<file path="config.mk">
export PLATFORM = sky130hd
export DESIGN_NAME = bces_isqrt
export DESIGN_NICKNAME = d
export VERILOG_FILES = /design/src/hdl/assert_macros.svh /design/src/hdl/bces_pkg.sv /design/src/hdl/bces_isqrt.sv
export SDC_FILE = /design/constraint.sdc
export NUM_CORES = 1
export LEC_CHECK = 0
export ABC_AREA = 1
export BUFFER_PORTS_ARGS = -buffer_cell sky130_fd_sc_hd__clkbuf_2
export CORE_MARGIN = 2
export CORE_UTILIZATION = 55
export CTS_CLUSTER_SIZE = 28
export DETAILED_ROUTE_END_ITERATION = 16
export GPL_TIMING_DRIVEN = 1
export PLACE_DENSITY = 0.74
export SLEW_MARGIN = 20
export SYNTH_ARGS = -nofsm -noshare
export SYNTH_HDL_FRONTEND = slang
export SYNTH_SLANG_ARGS = --single-unit
</file>
<file path="constraint.sdc">
create_clock -name clk -period 4.65 [get_ports clk]
set_input_delay 0.6975 -clock clk [delete_from_list [all_inputs] [get_ports clk]]
set_output_delay 0.6975 -clock clk [all_outputs]
set_load 0.01 [all_outputs]
</file>
<file path="src/hdl/assert_macros.svh">
// Assertion macros for the block's top-level RTL file.
// No dependencies; include with the bare file name.
`ifndef ASSERT_MACROS_SVH
`define ASSERT_MACROS_SVH

`ifndef ASSERT_OFF

// Property must hold at every clock edge outside reset.
`define BCES_ASSERT(label, clk, rst, prop, msg) \
  label: assert property (@(posedge clk) disable iff (rst) prop) else $error(msg);

// Condition must never be seen at a clock edge outside reset.
`define BCES_NEVER(label, clk, rst, cond, msg) \
  label: assert property (@(posedge clk) disable iff (rst) !(cond)) else $error(msg);

`else

`define BCES_ASSERT(label, clk, rst, prop, msg)
`define BCES_NEVER(label, clk, rst, cond, msg)

`endif

`endif

</file>
<file path="src/hdl/bces_pkg.sv">
// Package for the color endpoint search: widths, codes, sequencer states.
// Holds the squared-distance helper shared by the top level. No dependencies.
package bces_pkg;

  localparam int CH_W       = 8;
  localparam int PIX_W      = 3 * CH_W;
  localparam int SUM_W      = 18;
  localparam int ROOT_W     = 9;
  localparam int THR_W      = 2 * (ROOT_W + 1);
  localparam int CFG_IDX_W  = 1;
  localparam int CFG_DATA_W = 4;
  localparam int DIM_RESET  = 4;
  localparam int CHANNELS   = 3;

  typedef enum logic [CFG_IDX_W-1:0] {
    REG_BLOCK_WIDTH  = 1'b0,
    REG_BLOCK_HEIGHT = 1'b1
  } cfg_reg_t;

  typedef enum logic [3:0] {
    ST_IDLE,
    ST_READ_B,
    ST_LATCH_B,
    ST_SCAN,
    ST_ROOT,
    ST_THRESH,
    ST_READ_END,
    ST_LATCH_END,
    ST_LATCH_A,
    ST_MAG_B,
    ST_MAG_A
  } state_t;

  function automatic logic [SUM_W-1:0] sumsq(logic [PIX_W-1:0] p, logic [PIX_W-1:0] q);
    logic [CH_W-1:0]   x;
    logic [CH_W-1:0]   y;
    logic [CH_W-1:0]   d;
    logic [2*CH_W-1:0] sq;
    logic [SUM_W-1:0]  acc;
    acc = '0;
    for (int c = 0; c < CHANNELS; c++) begin
      x   = p[CH_W*c +: CH_W];
      y   = q[CH_W*c +: CH_W];
      d   = (x > y) ? (x - y) : (y - x);
      sq  = (2*CH_W)'(d) * (2*CH_W)'(d);
      acc = acc + SUM_W'(sq);
    end
    return acc;
  endfunction

endpackage

</file>
<file path="src/hdl/bces_isqrt.sv">
// Iterative floor square root, one result bit per cycle.
// Depends on bces_pkg for operand and root widths.
module bces_isqrt import bces_pkg::*; (
  input  logic              clk,
  input  logic              rst,
  input  logic              start,
  input  logic [SUM_W-1:0]  operand,
  output logic              busy,
  output logic [ROOT_W-1:0] root
);

  logic [SUM_W-1:0] rem;
  logic [SUM_W-1:0] acc;
  logic [SUM_W-1:0] bitm;
  logic [SUM_W:0]   trial;
  logic             fits;

  assign trial = {1'b0, acc} + {1'b0, bitm};
  assign fits  = ({1'b0, rem} >= trial);
  assign root  = acc[ROOT_W-1:0];

  always_ff @(posedge clk) begin
    if (rst) begin
      busy <= 1'b0;
    end else if (start) begin
      busy <= 1'b1;
    end else if (busy && (bitm[SUM_W-1:1] == '0)) begin
      busy <= 1'b0;
    end
  end

  always_ff @(posedge clk) begin
    if (start) begin
      rem  <= operand;
      acc  <= '0;
      bitm <= SUM_W'(1) << (SUM_W - 2);
    end else if (busy) begin
      if (fits) begin
        rem <= rem - trial[SUM_W-1:0];
        acc <= (acc >> 1) + bitm;
      end else begin
        acc <= acc >> 1;
      end
      bitm <= bitm >> 2;
    end
  end

endmodule

</file>
Word-level counts from Yosys, hierarchy flattened
Cells that the tools add are included.
W data, S select, Z words.
{ "totals": {"input_bits": 21, "out_inout_bits": 10, "reg_bits": 46} }
{ "classes": {"add_sub_neg": 3, "magnitude_cmp": 1, "reduce_logical": 6, "mux": 6} }
{ "op_table": {"columns": ["operator", "n"], "rows": [
  ["$mux W18", 4],
  ["$add A18 B17 Y19", 1],
  ["$ge A18 B19 Y1", 1],
  ["$add A17 B17 Y18", 1],
  ["$sub A18 B18 Y18", 1],
  ["$logic_not A17 Y1", 1],
  ["$reduce_bool A2 Y1", 3],
  ["$mux W1", 2],
  ["$reduce_and A2 Y1", 1],
  ["$logic_and A1 B1 Y1", 1]
]} }

Longest topological paths before layout
{ "logic_depth": {"depth_word": 5, "mapped_depth": 25, "depth_no_buf": 24} }

Worst setup path after synthesis
No wires, ideal clock.
{ "synth_path": {"path_kind": "reg-to-reg", "start": "register bitm[4]", "end": "register rem[0], enable pin", "path_buffers": 1, "slack_ns": 1.111, "arrival_time_ns": 3.164, "synth_period_minus_slack_ns": 3.539, "path_stages_with_launch": 22, "cell_sequence": "dfxtp_1 -> ha_1 -> nand2_1 -> o21ai_0 -> inv_1 -> nand2_1 -> a21oi_1 -> o21ai_0 -> a21oi_1 -> xor2_1 -> ha_1 -> nand2_1 -> inv_1 -> nand2_1 -> nor2_2 -> nand4_1 -> nand3_1 -> nand2_1 -> nand2_2 -> buf_6 -> nand3_2 -> nand2_1"} }
{ "synth_via": {"elab_chain_len": 4} }
{ "synth_rtl": {"columns": ["element", "line", "text"], "rows": [
  ["start, declared", "bces_isqrt.sv:14", "logic [SUM_W-1:0] bitm;"],
  ["start signal, assigned", "bces_isqrt.sv:36", "bitm <= SUM_W'(1) << (SUM_W - 2);"],
  ["start signal, assigned", "bces_isqrt.sv:44", "bitm <= bitm >> 2;"],
  ["$add A18 B17 Y19", "bces_isqrt.sv:18", "assign trial = {1'b0, acc} + {1'b0, bitm};"],
  ["$ge A18 B19 Y1", "bces_isqrt.sv:19", "assign fits = ({1'b0, rem} >= trial);"],
  ["$reduce_bool A2 Y1 (no source line)", null, null],
  ["$reduce_and A2 Y1 (no source line)", null, null],
  ["end signal, assigned", "bces_isqrt.sv:34", "rem <= operand;"],
  ["end signal, assigned", "bces_isqrt.sv:39", "rem <= rem - trial[SUM_W-1:0];"],
  ["end, declared", "bces_isqrt.sv:12", "logic [SUM_W-1:0] rem;"]
]} }
Every way passes these cells.
A chain may end at the register's enable or synchronous reset.

Final worst setup path
{ "layout_path": {"start": "register acc[4]", "end": "register rem[15], enable pin"} }
{ "layout_via": {"elab_chain_len": 4} }
{ "layout_rtl": {"columns": ["element", "line", "text"], "rows": [
  ["start, declared", "bces_isqrt.sv:13", "logic [SUM_W-1:0] acc;"],
  ["start signal, assigned", "bces_isqrt.sv:40", "acc <= (acc >> 1) + bitm;"],
  ["start signal, assigned", "bces_isqrt.sv:42", "acc <= acc >> 1;"],
  ["$add A18 B17 Y19", "bces_isqrt.sv:18", null],
  ["$ge A18 B19 Y1", "bces_isqrt.sv:19", null],
  ["$reduce_bool A2 Y1 (no source line)", null, null],
  ["$reduce_and A2 Y1 (no source line)", null, null]
]} }
Every way passes these cells.

==> impl_metrics.json <==
{
  "drt_iter0_drc": 259,
  "grt.overflow.total": 0,
  "root_buffer": "clkbuf_8",
  "power.density_nw_per_um2": 442,
  "hold_slack_ns": 0.523,
  "cts_tree": "built",
  "fin_skew_ns": 0.0117,
  "worstMarginPinSlew_ns": 0.858,
  "grt_pass1_vias": 3930,
  "holdPathStages": 2,
  "layout_common_cells": "200 x nand2_1, 80 x inv_1, 73 x nand3_1",
  "hold_path_class": "flop to flop",
  "insertion_delay_ns": 0.30,
  "min_period_ns": 3.88,
  "ir_worst_vdd_uv": 225,
  "r2r_start": "acc[4]$_SDFFE_PP0P_",
  "syn_nets": 734,
  "grt_pass1_wl_microns": 18200,
  "clock-sinks": 46,
  "rsz0062_at_grt": "no",
  "critical_path_class": "flop to flop",
  "ys_seq_elements": 46,
  "fin_tns_setup_ns": 0,
  "final_common_cell": "nand2_1",
  "nNetsFinal": 746,
  "outcome": "completed",
  "vias": 4305,
  "maxSlewHeadroom": 0.427,
  "drv_cap": 0,
  "synth_area_per_cell_sq_um": 6.45,
  "critPathRequiredTime_ns": 4.63,
  "dp_hpwl_microns": 8270,
  "end_kind": "flop",
  "diodes": 0,
  "fmaxAchievable_mhz": 258,
  "io_buffers": 30,
  "numCtsBuffers": 5,
  "io-pin-count": 31,
  "fp.dieH_microns": 92.9,
  "dieArea_sq_um": 8630,
  "ys_types": 40,
  "slew_violations": 0,
  "fin_crit_sh": 0.834,
  "cp-start-kind": "flop",
  "initial_core_util": 0.566,
  "syn_inst": 674,
  "hp-start": "acc[0]$_SDFFE_PP0P_",
  "drtAntennaViolNets": 0,
  "core_area_sq_um": 7690,
  "grt_use_total": 0.259,
  "gp_congestion": 0.985,
  "ff2ff_setup_slack_ns": 0.77,
  "grt_antenna_before_repair": 0,
  "cts_resized": 0,
  "crit_arrival_ns": 3.86,
  "drc_errors": 0,
  "hold_viol": 0,
  "worst-path-max-fanout": 18,
  "htreeDepth": 2,
  "r2r_cells": 21,
  "min_to": "acc[0]$_SDFFE_PP0P_",
  "drive_above_1_share": 0.0815,
  "setup_viol": 0,
  "postCtsSetupRepairBufs": 0,
  "path_clk_slew_ns": 0.09,
  "clk_path_buf_depth": 2,
  "yosysWarnings": 0,
  "vias_per_cell": 5.46,
  "syn_area_sq_um": 4350,
  "drtPass1Iterations": 5,
  "ys_seq_area_frac": 0.253,
  "die_w_microns": 92.9,
  "area_delta_synth_final_pct": 4.98,
  "drt-wirelength-per-cell_microns": 13.6,
  "rr_endpoint": "rem[15]$_DFFE_PP_",
  "hold_buffers": 0,
  "row_count": 32,
  "grt_max_degree": 41,
  "leakage_nw": 2.23,
  "wl_microns": 10800
}
## cell families after synthesis
family	after synthesis	synth area share
xor+xnor	27	0.0544
buf+inv	111	0.113
fa+ha+maj	39	0.114
flops	46	0.253
simple gates	355	0.344
compound gates	96	0.122
## report_power, final
part | switching, W | total (W) | internal, W | leakage (nW)
clock | 0.000143 | 0.000250 | 0.000106 | 0.0452
combinational | 0.000733 | 0.00116 | 0.000423 | 1.77
sequential | 0.0000812 | 0.000611 | 0.000529 | 0.411
total | 0.000958 | 0.00202 | 0.00106 | 2.23
## worst max-delay path by stage
stage,end,from,slack [ns],cells past startpoint
after detailed placement,rem[16]$_DFFE_PP_,acc[4]$_SDFFE_PP0P_,0.83,21
after floorplan,rem[0]$_DFFE_PP_,bitm[4]$_SDFFE_PP0P_,1.11,21
final,rem[15]$_DFFE_PP_,acc[4]$_SDFFE_PP0P_,0.77,21
after global placement,rem[10]$_DFFE_PP_,acc[4]$_SDFFE_PP0P_,0.96,21
after CTS,rem[16]$_DFFE_PP_,acc[4]$_SDFFE_PP0P_,0.81,21
after global routing,rem[15]$_DFFE_PP_,acc[4]$_SDFFE_PP0P_,0.36,21
## layer usage
metal,global-route usage,vias up,part of all wire
li1,-,2210,-
met1,0.368,1954,0.48
met2,0.415,123,0.45
met3,0.0448,18,0.057
met4,0.0539,0,0.013
met5,0,-,0
## worst max-delay path, stage by stage, from the launching register on
cell     delay (ns)
dfxtp_1        0.42
ha_1           0.38
nand2_1        0.07
o21ai_0        0.20
inv_1          0.06
nand2_1        0.12
a21oi_1        0.08
o21ai_0        0.29
a21oi_1        0.14
xor2_1         0.17
ha_1           0.35
nand2_1        0.11
inv_1          0.07
nand2_1        0.07
nor2_2         0.10
nand4_1        0.09
nand3_1        0.11
nand2_1        0.08
nand2_2        0.13
nand3_2        0.13
nand2_1        0.09
buf_4          0.28
## cell usage after synthesis
library cell / n / area, sq um
a211oi_1: 1 / 7.51
a21o_1: 3 / 22.5
a21oi_1: 44 / 220
a221oi_1: 1 / 8.76
a31oi_1: 2 / 12.5
buf_1: 2 / 7.51
buf_2: 1 / 5.00
buf_4: 11 / 82.6
buf_6: 4 / 45.0
clkbuf_1: 12 / 45.0
dfxtp_1: 28 / 561
edfxtp_1: 18 / 541
fa_1: 1 / 20.0
ha_1: 38 / 475
inv_1: 80 / 300
inv_2: 1 / 3.75
nand2_1: 200 / 751
nand2_2: 2 / 12.5
nand3_1: 73 / 365
nand3_2: 2 / 20.0
nand3b_1: 2 / 15.0
nand4_1: 6 / 37.5
nor2_1: 58 / 218
nor2_2: 1 / 6.26
nor3_1: 2 / 10.0
nor3_2: 1 / 10.0
nor4_1: 2 / 12.5
o2111ai_1: 1 / 8.76
o211ai_1: 1 / 7.51
o21a_1: 2 / 15.0
o21ai_0: 30 / 150
o21ai_1: 3 / 15.0
o21bai_1: 3 / 22.5
o21bai_2: 1 / 11.3
o221ai_1: 1 / 8.76
o22ai_1: 2 / 12.5
o31ai_1: 1 / 7.51
or2_2: 6 / 37.5
xnor2_1: 12 / 105
xor2_1: 15 / 131
## area by class of cell
| type | instances | area [sq um] |
|---|---|---|
| Clock buffer | 6 | 72.6 |
| Clock inverter | 2 | 13.8 |
| Fill cell | 787 | 3120 |
| Inverter | 81 | 304 |
| Multi-Input combinational cell | 517 | 2760 |
| Sequential cell | 46 | 1100 |
| Tap cell | 102 | 128 |
| Timing Repair Buffer | 35 | 188 |
## through the flow
step	util	setup slack [ns]	cell area, sq um	cells	power (W)
6_report	0.594	0.772	4560	789	0.00202
5_1_grt	0.594	0.364	4560	789	0.00222
4_1_cts	0.594	0.806	4560	789	0.00201
3_5_place_dp	0.583	0.833	4480	781	0.00176
3_3_place_gp	0.583	0.964	4480	781	0.00174
2_1_floorplan	-	1.11	4350	674	0.00154
## state kept, by name, summed over array words and instances, names as in the netlist
register,flops
acc,18
rem,18
bitm,9
busy,1
Power figures use the tool's default switching activity.
